==> src/rtl/ptt_pkg.sv <==
// Shared types and constants of the periodic task timer bank.
// Used by ptt_cell, ptt_update and periodic_task_timer_bank_top; depends on nothing.

package ptt_pkg;

    localparam int PERIOD_W  = 31;
    localparam int PROCESS_W = 16;
    localparam int ELAPSED_W = 24;
    localparam int SLOT_W    = 4;
    localparam int RES_CNT_W = 5;
    localparam logic [RES_CNT_W-1:0] MAX_RES = 5'd16;

    typedef enum logic [2:0] {
        OP_ADD    = 3'd0,
        OP_RUN    = 3'd1,
        OP_PAUSE  = 3'd2,
        OP_REMOVE = 3'd3,
        OP_TICK   = 3'd4
    } t_op;

    typedef enum logic [1:0] {
        KIND_ACK    = 2'd0,
        KIND_FIRE   = 2'd1,
        KIND_NOFIRE = 2'd2
    } t_kind;

    typedef enum logic [1:0] {
        STAT_OK      = 2'd0,
        STAT_FULL    = 2'd1,
        STAT_NO_TASK = 2'd2
    } t_status;

    typedef enum logic [1:0] {
        ST_IDLE = 2'd0,
        ST_TICK = 2'd1,
        ST_DONE = 2'd2
    } t_state;

    // One timer slot as held by a cell
    typedef struct packed {
        logic                 used;
        logic                 enabled;
        logic [PERIOD_W-1:0]  period;
        logic [PERIOD_W-1:0]  count;
        logic [PROCESS_W-1:0] process;
    } t_slot;

    // Per-cell control from the sequencer
    typedef struct packed {
        logic shift;
        logic load;
        logic run;
        logic pause;
        logic drop;
    } t_cell_ctl;

    typedef struct packed {
        t_kind                kind;
        logic [SLOT_W-1:0]    slot_out;
        t_status              status;
        logic [PROCESS_W-1:0] fired_process;
        logic [ELAPSED_W-1:0] overshoot;
        logic                 last;
    } t_result;

endpackage

==> src/rtl/ptt_cell.sv <==
// One timer cell of the ring: holds a slot and takes its neighbour's slot on shift.
// Depends on ptt_pkg.

module ptt_cell
    import ptt_pkg::*;
(
    input  logic      i_clk,
    input  logic      i_rst_n,
    input  t_cell_ctl i_ctl,
    input  t_slot     i_next,
    input  t_slot     i_load,
    output t_slot     o_slot
);

    logic                 r_used;
    logic                 r_enabled;
    logic [PERIOD_W-1:0]  r_period;
    logic [PERIOD_W-1:0]  r_count;
    logic [PROCESS_W-1:0] r_process;

    always_ff @(posedge i_clk) begin
        if (!i_rst_n) begin
            r_used    <= 1'b0;
            r_enabled <= 1'b0;
        end else if (i_ctl.shift) begin
            r_used    <= i_next.used;
            r_enabled <= i_next.enabled;
        end else if (i_ctl.load) begin
            r_used    <= 1'b1;
            r_enabled <= i_load.enabled;
        end else if (i_ctl.run) begin
            r_enabled <= 1'b1;
        end else if (i_ctl.pause) begin
            r_enabled <= 1'b0;
        end else if (i_ctl.drop) begin
            r_used    <= 1'b0;
            r_enabled <= 1'b0;
        end
    end

    always_ff @(posedge i_clk) begin
        if (i_ctl.shift) begin
            r_period  <= i_next.period;
            r_count   <= i_next.count;
            r_process <= i_next.process;
        end else if (i_ctl.load) begin
            r_period  <= i_load.period;
            r_count   <= i_load.count;
            r_process <= i_load.process;
        end
    end

    assign o_slot = '{used: r_used, enabled: r_enabled, period: r_period,
                      count: r_count, process: r_process};

endmodule

==> src/rtl/ptt_update.sv <==
// Shared countdown unit at the head of the ring: subtract, detect expiry, reload.
// Depends on ptt_pkg.

module ptt_update
    import ptt_pkg::*;
(
    input  t_slot                i_head,
    input  logic [ELAPSED_W-1:0] i_elapsed,
    output t_slot                o_next,
    output logic                 o_fire,
    output logic [ELAPSED_W-1:0] o_overshoot
);

    logic [PERIOD_W-1:0] w_elapsed_ext;
    logic                w_expired;

    assign w_elapsed_ext = PERIOD_W'(i_elapsed);
    assign w_expired     = i_head.count <= w_elapsed_ext;
    assign o_fire        = i_head.used && i_head.enabled && w_expired;
    // count fits in elapsed's width whenever it has expired
    assign o_overshoot   = i_elapsed - i_head.count[ELAPSED_W-1:0];

    always_comb begin
        o_next = i_head;
        if (i_head.used && i_head.enabled) begin
            if (w_expired) begin
                o_next.count = i_head.period;
            end else begin
                o_next.count = i_head.count - w_elapsed_ext;
            end
        end
    end

endmodule

==> src/rtl/periodic_task_timer_bank_top.sv <==
// Periodic task timer bank: a ring of timer cells around one countdown unit.
// Depends on ptt_pkg, ptt_cell and ptt_update.
//
// Usage:
//   Input channel (i_s_*): one command item per handshake; tuser carries the op
//   (add, run, pause, remove, tick), tdata the slot, period, process, start flag
//   and elapsed time. Output channel (o_m_*): result items, tuser the kind,
//   tlast on the final result of each command item.
//   Add, run, pause and remove give one result in the register in the cycle after
//   acceptance; a new command is taken each cycle while the output drains.
//   A tick rotates the ring once: one slot passes the shared subtractor per
//   cycle while the ring is not stalled, then ST_DONE closes the result run,
//   and only after that is a new item taken.
//   Fires come out in slot order, at most 16 per tick; each is held until the
//   next fire is found or the ring turn ends, so the final one carries tlast.
//   Reset clears every slot to free and paused, and empties the output.
//   A stalled receiver holds the output register; the ring stops rotating only
//   when a fire has to leave and the output register is still full.

module periodic_task_timer_bank_top
    import ptt_pkg::*;
#(
    parameter int NUM_SLOTS = 16
) (
    input  logic        i_clk,
    input  logic        i_rst_n,
    input  logic        i_s_tvalid,
    output logic        o_s_tready,
    input  logic [79:0] i_s_tdata,   // slot[3:0], period[34:4], process[50:35],
                                     // start_paused[51], elapsed[75:52], zero pad
    input  logic [2:0]  i_s_tuser,   // op[2:0]
    output logic        o_m_tvalid,
    input  logic        i_m_tready,
    output logic [47:0] o_m_tdata,   // slot_out[3:0], status[5:4], fired_process[21:6],
                                     // overshoot[45:22], zero pad
    output logic [1:0]  o_m_tuser,   // kind[1:0]
    output logic        o_m_tlast
);

    localparam int IW = (NUM_SLOTS > 1) ? $clog2(NUM_SLOTS) : 1;
    localparam logic [IW-1:0] LAST_IDX = IW'(NUM_SLOTS - 1);

    // Input fields
    t_op                  w_op;
    logic [SLOT_W-1:0]    w_slot;
    logic [PERIOD_W-1:0]  w_period;
    logic [PROCESS_W-1:0] w_process;
    logic                 w_paused;
    logic [ELAPSED_W-1:0] w_elapsed;

    assign w_op      = t_op'(i_s_tuser);
    assign w_slot    = i_s_tdata[3:0];
    assign w_period  = i_s_tdata[34:4];
    assign w_process = i_s_tdata[50:35];
    assign w_paused  = i_s_tdata[51];
    assign w_elapsed = i_s_tdata[75:52];

    // Control and result registers
    t_state               r_state,   n_state;
    logic                 r_m_valid, n_m_valid;
    t_result              r_m,       n_m;
    logic                 r_pend_v,  n_pend_v;
    t_result              r_pend,    n_pend;
    logic [RES_CNT_W-1:0] r_n,       n_n;
    logic [IW-1:0]        r_idx,     n_idx;
    logic [ELAPSED_W-1:0] r_elapsed, n_elapsed;

    // Ring
    t_slot                w_slots [NUM_SLOTS];
    t_cell_ctl            w_ctl   [NUM_SLOTS];
    t_slot                w_upd_next;
    logic                 w_fire;
    logic [ELAPSED_W-1:0] w_over;
    logic [NUM_SLOTS-1:0] w_used;
    t_slot                w_load;

    // Command decode
    logic          w_accept;
    logic          w_out_free;
    logic [6:0]    w_slot_ext;
    logic [IW-1:0] w_slot_idx;
    logic          w_hit;
    logic          w_free_any;
    logic [IW-1:0] w_free_idx;
    logic [6:0]    w_free_ext;
    logic [6:0]    w_idx_ext;
    logic          w_shift;
    logic          w_report;
    logic          w_step;
    logic          w_do_load;
    logic          w_do_run;
    logic          w_do_pause;
    logic          w_do_drop;
    t_result       w_fire_res;

    genvar k;
    generate
        for (k = 0; k < NUM_SLOTS; k++) begin : g_cell
            if (k == NUM_SLOTS - 1) begin : g_tail
                ptt_cell u_cell (
                    .i_clk  (i_clk),
                    .i_rst_n(i_rst_n),
                    .i_ctl  (w_ctl[k]),
                    .i_next (w_upd_next),
                    .i_load (w_load),
                    .o_slot (w_slots[k])
                );
            end else begin : g_body
                ptt_cell u_cell (
                    .i_clk  (i_clk),
                    .i_rst_n(i_rst_n),
                    .i_ctl  (w_ctl[k]),
                    .i_next (w_slots[k+1]),
                    .i_load (w_load),
                    .o_slot (w_slots[k])
                );
            end
            assign w_used[k] = w_slots[k].used;
        end
    endgenerate

    ptt_update u_update (
        .i_head     (w_slots[0]),
        .i_elapsed  (r_elapsed),
        .o_next     (w_upd_next),
        .o_fire     (w_fire),
        .o_overshoot(w_over)
    );

    assign w_accept   = i_s_tvalid && o_s_tready;
    assign w_out_free = !r_m_valid || i_m_tready;
    assign w_slot_ext = 7'(w_slot);
    assign w_slot_idx = w_slot_ext[IW-1:0];
    assign w_hit      = (w_slot_ext < 7'(NUM_SLOTS)) && w_used[w_slot_idx];
    assign w_free_ext = 7'(w_free_idx);
    assign w_idx_ext  = 7'(r_idx);

    // Lowest free slot
    always_comb begin
        w_free_any = 1'b0;
        w_free_idx = '0;
        for (int i = NUM_SLOTS - 1; i >= 0; i--) begin
            if (!w_used[i]) begin
                w_free_any = 1'b1;
                w_free_idx = IW'(i);
            end
        end
    end

    assign w_load = '{used: 1'b1, enabled: !w_paused, period: w_period,
                      count: w_period, process: w_process};

    assign w_do_load  = w_accept && (w_op == OP_ADD) && w_free_any;
    assign w_do_run   = w_accept && (w_op == OP_RUN) && w_hit;
    assign w_do_pause = w_accept && (w_op == OP_PAUSE) && w_hit;
    assign w_do_drop  = w_accept && (w_op == OP_REMOVE) && w_hit;

    assign w_report = w_fire && (r_n < MAX_RES);
    assign w_step   = !(w_report && r_pend_v && !w_out_free);
    assign w_shift  = (r_state == ST_TICK) && w_step;

    assign w_fire_res = '{kind: KIND_FIRE, slot_out: w_idx_ext[SLOT_W-1:0],
                          status: STAT_OK, fired_process: w_slots[0].process,
                          overshoot: w_over, last: 1'b0};

    always_comb begin
        for (int i = 0; i < NUM_SLOTS; i++) begin
            w_ctl[i].shift = w_shift;
            w_ctl[i].load  = w_do_load  && (w_free_idx == IW'(i));
            w_ctl[i].run   = w_do_run   && (w_slot_idx == IW'(i));
            w_ctl[i].pause = w_do_pause && (w_slot_idx == IW'(i));
            w_ctl[i].drop  = w_do_drop  && (w_slot_idx == IW'(i));
        end
    end

    always_ff @(posedge i_clk) begin
        if (!i_rst_n) begin
            r_state   <= ST_IDLE;
            r_m_valid <= 1'b0;
            r_pend_v  <= 1'b0;
            r_n       <= '0;
            r_idx     <= '0;
        end else begin
            r_state   <= n_state;
            r_m_valid <= n_m_valid;
            r_pend_v  <= n_pend_v;
            r_n       <= n_n;
            r_idx     <= n_idx;
        end
    end

    always_ff @(posedge i_clk) begin
        r_m       <= n_m;
        r_pend    <= n_pend;
        r_elapsed <= n_elapsed;
    end

    always_comb begin
        n_state    = r_state;
        n_m_valid  = r_m_valid && !i_m_tready;
        n_m        = r_m;
        n_pend_v   = r_pend_v;
        n_pend     = r_pend;
        n_n        = r_n;
        n_idx      = r_idx;
        n_elapsed  = r_elapsed;
        o_s_tready = 1'b0;
        unique case (r_state)
            ST_IDLE: begin
                o_s_tready = w_out_free;
                if (w_accept) begin
                    unique case (w_op)
                        OP_ADD: begin
                            n_m_valid = 1'b1;
                            n_m = '{kind: KIND_ACK, slot_out: w_free_ext[SLOT_W-1:0],
                                    status: (w_free_any ? STAT_OK : STAT_FULL),
                                    fired_process: '0, overshoot: '0, last: 1'b1};
                            if (!w_free_any) begin
                                n_m.slot_out = '0;
                            end
                        end
                        OP_RUN, OP_PAUSE, OP_REMOVE: begin
                            n_m_valid = 1'b1;
                            n_m = '{kind: KIND_ACK, slot_out: w_slot,
                                    status: (w_hit ? STAT_OK : STAT_NO_TASK),
                                    fired_process: '0, overshoot: '0, last: 1'b1};
                        end
                        OP_TICK: begin
                            n_elapsed = w_elapsed;
                            n_idx     = '0;
                            n_n       = '0;
                            n_pend_v  = 1'b0;
                            n_state   = ST_TICK;
                        end
                        default: begin
                            // unused op: drop the item
                        end
                    endcase
                end
            end
            ST_TICK: begin
                if (w_step) begin
                    n_idx = r_idx + 1'b1;
                    if (w_report) begin
                        // release the held fire, hold the new one
                        if (r_pend_v) begin
                            n_m_valid = 1'b1;
                            n_m       = r_pend;
                        end
                        n_pend_v = 1'b1;
                        n_pend   = w_fire_res;
                        n_n      = r_n + 1'b1;
                    end
                    if (r_idx == LAST_IDX) begin
                        n_idx   = '0;
                        n_state = ST_DONE;
                    end
                end
            end
            ST_DONE: begin
                if (w_out_free) begin
                    n_m_valid = 1'b1;
                    if (r_pend_v) begin
                        n_m      = r_pend;
                        n_m.last = 1'b1;
                    end else begin
                        n_m = '{kind: KIND_NOFIRE, slot_out: '0, status: STAT_OK,
                                fired_process: '0, overshoot: '0, last: 1'b1};
                    end
                    n_pend_v = 1'b0;
                    n_state  = ST_IDLE;
                end
            end
            default: begin
                n_state = ST_IDLE;
            end
        endcase
    end

    assign o_m_tvalid = r_m_valid;
    assign o_m_tuser  = r_m.kind;
    assign o_m_tlast  = r_m.last;
    assign o_m_tdata  = {2'b00, r_m.overshoot, r_m.fired_process, r_m.status,
                         r_m.slot_out};

    a_res_limit: assert property (@(posedge i_clk) disable iff (!i_rst_n)
        r_n <= MAX_RES)
        else $error("fire count above limit");

    a_pend_counted: assert property (@(posedge i_clk) disable iff (!i_rst_n)
        (r_state == ST_TICK && r_pend_v) |-> (r_n != '0))
        else $error("held fire without count");

    a_full_turn: assert property (@(posedge i_clk) disable iff (!i_rst_n)
        (r_state == ST_TICK && n_state == ST_DONE) |-> (r_idx == LAST_IDX))
        else $error("tick closed before full ring turn");

    a_cmd_ack: assert property (@(posedge i_clk) disable iff (!i_rst_n)
        (w_accept && (i_s_tuser == OP_ADD || i_s_tuser == OP_RUN ||
                      i_s_tuser == OP_PAUSE || i_s_tuser == OP_REMOVE))
        |=> (o_m_tvalid && o_m_tlast && o_m_tuser == KIND_ACK))
        else $error("command gave no acknowledge");

endmodule
==> config.mk <==
export PLATFORM = sky130hd
export DESIGN_NAME = periodic_task_timer_bank_top
export DESIGN_NICKNAME = d
export VERILOG_FILES = /design/src/rtl/ptt_pkg.sv /design/src/rtl/ptt_cell.sv /design/src/rtl/ptt_update.sv /design/src/rtl/periodic_task_timer_bank_top.sv
export SDC_FILE = /design/constraint.sdc
export NUM_CORES = 2
export LEC_CHECK = 0
export BUFFER_PORTS_ARGS = -buffer_cell sky130_fd_sc_hd__buf_2
export CORE_UTILIZATION = 40
export CTS_CLUSTER_DIAMETER = 150
export DETAILED_ROUTE_END_ITERATION = 10
export GPL_TIMING_DRIVEN = 0
export PLACE_DENSITY_LB_ADDON = 0.15
export SKIP_LAST_GASP = 1
export SLEW_MARGIN = 5
export SYNTH_ARGS = -nofsm -noshare
export SYNTH_HDL_FRONTEND = slang
export SYNTH_SLANG_ARGS = --single-unit
export TNS_END_PERCENT = 30
==> constraint.sdc <==
create_clock -name i_clk -period 9.3 [get_ports i_clk]
set_input_delay 2.79 -clock i_clk [delete_from_list [all_inputs] [get_ports i_clk]]
set_output_delay 2.79 -clock i_clk [all_outputs]
set_load 0.05 [all_outputs]
==> impl_metrics.json <==
{
  "vdd_ir_drop_max_mv": 0.1731,
  "synth_area_um2": 59030,
  "status": "completed",
  "routed_via_density": 5.500,
  "ctsResizeCount": 0,
  "ctsHoldBuffers": 0,
  "crit_top_cell": "buf_2",
  "drtIter0Drc": 2862,
  "dpl_cell_area_um2": 62720,
  "io-pin-count": 140,
  "internal_power_uw": 14980,
  "num_vias": 34690,
  "synth_edf_count": 1365,
  "antenna_found_initial": 11,
  "gp_congestion": 0.8964,
  "die_h_um": 386.2,
  "grt_pass1_wl_mm": 235.6,
  "clk_latency_ps": 800,
  "ys_ff_latch": 1410,
  "synth.yosys.seq_area_share_pct": 70.97,
  "grt_pass1_vias": 33810,
  "ys.flop_type": "edfxtp_1",
  "p_total_uw": 22830,
  "first_pass_iters": 5,
  "yosys.cell_types.count": 78,
  "syn_avg_cell_area_um2": 14.87,
  "nNetsFinal": 4416,
  "power_frac_clock_pct": 25.2,
  "power_frac_seq_pct": 44.1,
  "hold_viol": 0,
  "p_sw_uw": 7852,
  "cp_max_fo": 3,
  "cts_max_level": 4,
  "setup.worst_path.start_class": "input port",
  "route.antenna.remaining_nets": 0,
  "cts_buffers": 151,
  "grt.total_usage_pct": 21.88,
  "p_sw_share_pct": 34.40,
  "drv_cap": 0,
  "combinationalPowerShare_pct": 30.7,
  "synth.area.top_cells": "edfxtp_1, a21o_1, dfxtp_1, buf_6, ha_1",
  "critPathArrivalTime_ps": 3380,
  "required_ps": 6510,
  "die_w_um": 386.2,
  "crit_path_cell_trace": "buf_2 -> nor2b_1 -> nor2_1 -> buf_2",
  "maxSlewViolCount": 0,
  "rows": 140,
  "cts_sinks": 1410,
  "crit_slowest_cell": "nor2b_1",
  "yosys_warnings": 0,
  "power_density_nw_per_um2": 339.1,
  "gr-total-overflow": 0,
  "synth_top_area_share_pct": 69.44,
  "hold_path.class": "reg2reg",
  "clockRootBuffer": "clkbuf_16",
  "post_cts.repair.setup_buffers": 0,
  "cts_tree": "done",
  "wl_mm": 162.8,
  "worst_clock_skew_ps": 36.64,
  "syn_to_final_growth_pct": 14.04,
  "dieArea_um2": 149100,
  "clockBufferDepth": 3,
  "period_needed_ps": 6172,
  "period_share_pct": 66.37,
  "layout-drive-gt1-share_pct": 13.91,
  "core_area_um2": 146100,
  "hpwl_mm": 112.5,
  "setup_violations": 0,
  "rsz0062_at_grt": "false",
  "synth_top_area_cell": "edfxtp_1",
  "clk_pin_slew_ps": 60,
  "final_cell_mix": "edfxtp_1, a21o_1, buf_2, clkbuf_1, nand2_1",
  "synth_cells": 3971,
  "final_area_um2": 67320,
  "max_freq_mhz": 162.0,
  "crit_type": "in2out",
  "tns_ps": 0,
  "routedWlPerCell_um": 25.81,
  "mostFrequentLayoutCell": "edfxtp_1",
  "tightest_slew_ps": 1363,
  "drc": 0,
  "p_leak_uw": 0.02855,
  "async_flop_share_pct": 0,
  "slew-limit-headroom_pct": 9.161,
  "end_kind": "output port",
  "portBuffers": 128,
  "max_stage_delay_ps": 210,
  "hold_slack_ps": 465.4,
  "grt_max_degree": 79,
  "start_util_pct": 40.41
}
## cell families (layout without fill, tap and decap cells)
family | count (synthesis) | count (layout) | share of synthesized area (%)
adder cells (fa/ha/maj) | 56 | 56 | 1.212
other | 1 | 8 | 0.006353
buffers and inverters | 443 | 855 | 4.078
AND/OR/NAND/NOR | 477 | 477 | 3.966
flip-flops | 1410 | 1410 | 70.97
multiplexers | 20 | 20 | 0.4536
XOR/XNOR | 43 | 43 | 0.6380
AO/OA/AOI/OAI | 1521 | 1521 | 18.68
## power by group through the flow
stage               clock, uW  sequential, uW  combinational (uW)
floorplan                   0           10300                4150
global placement            0           10500                6760
detailed placement          0           10200                7100
CTS                      5870           10100                7140
global route             6090           10200                7580
finish                   5750           10100                7010
## layout make-up
cell class	count	area, um^2
Sequential cell	1410	41890
Inverter	79	299.0
Timing Repair Buffer	148	1144
Multi-Input combinational cell	2119	14880
Buffer	364	2112
Tap cell	1917	2399
Clock buffer	188	3981
Antenna cell	6	15.01
Fill cell	13020	78770
Clock inverter	76	601.8
## layer usage
metal / GRT usage, % / routed length, um / up-vias
met4: 6.015 / 3713 / 0
met1: 30.90 / 73710 / 17990
met5: 0 / 0 / -
li1: - / - / 15570
met3: 3.577 / 9312 / 217
met2: 34.89 / 76080 / 912
## synthesized netlist by cell type (6+ instances only)
master,number
and2_1,93
buf_2,111
o211ai_1,11
xnor2_1,27
o41ai_1,6
nand4_1,11
o21ai_0,106
o31ai_1,10
edfxtp_1,1365
or2_2,7
buf_6,62
a21oi_1,60
nor4_1,8
a21o_1,1199
and3_1,10
nor2b_1,12
a211oi_1,13
buf_4,29
nor3_1,22
mux2i_1,11
dfxtp_1,45
inv_1,79
nor2_1,81
a31oi_1,45
buf_1,20
xor2_1,16
ha_1,54
or3_1,10
o21bai_1,6
clkbuf_2,16
nand2_1,170
nand3_1,27
clkbuf_1,125
o221ai_1,7
nand2b_1,11
a311oi_1,8
## worst max-delay path: cells and delay by family
kind	cells	cell delay, ps
and+or+nand+nor	2	280
buffers and inverters	2	310
## final timing paths
path,startpoint,endpoint,slack (ps),cells past startpoint
setup reg to reg,g_cell[0].g_body.u_cell.r_count[15],g_cell[1].g_body.u_cell.r_count[15],3310,13
setup / recovery,i_m_tready,o_s_tready,3130,4
hold / removal,g_cell[14].g_body.u_cell.r_enabled,g_cell[13].g_body.u_cell.r_enabled,470,2
hold reg to reg,g_cell[14].g_body.u_cell.r_enabled,g_cell[13].g_body.u_cell.r_enabled,470,2
## per-stage QoR
stage,setup slack [ps],cells,utilization [%]
6_report,3128,6307,46.08
2_1_floorplan,1757,3972,-
3_3_place_gp,-969.4,6017,42.49
4_1_cts,3126,6301,46.07
5_1_grt,2799,6301,46.07
3_5_place_dp,2344,6037,42.93
## flip-flops by register name, summed over array words and instances (netlist names), 16 cells and up
signal and flops:
g_cell.g_body.u_cell.r_process 240, g_cell.g_tail.u_cell.r_period 31, g_cell.g_body.u_cell.r_period 465, g_cell.g_tail.u_cell.r_count 31, r_pend 44, g_cell.g_body.u_cell.r_count 465, g_cell.g_tail.u_cell.r_process 16, o_m_tdata 46
r_elapsed 24
(Power assumes the default switching activity.)
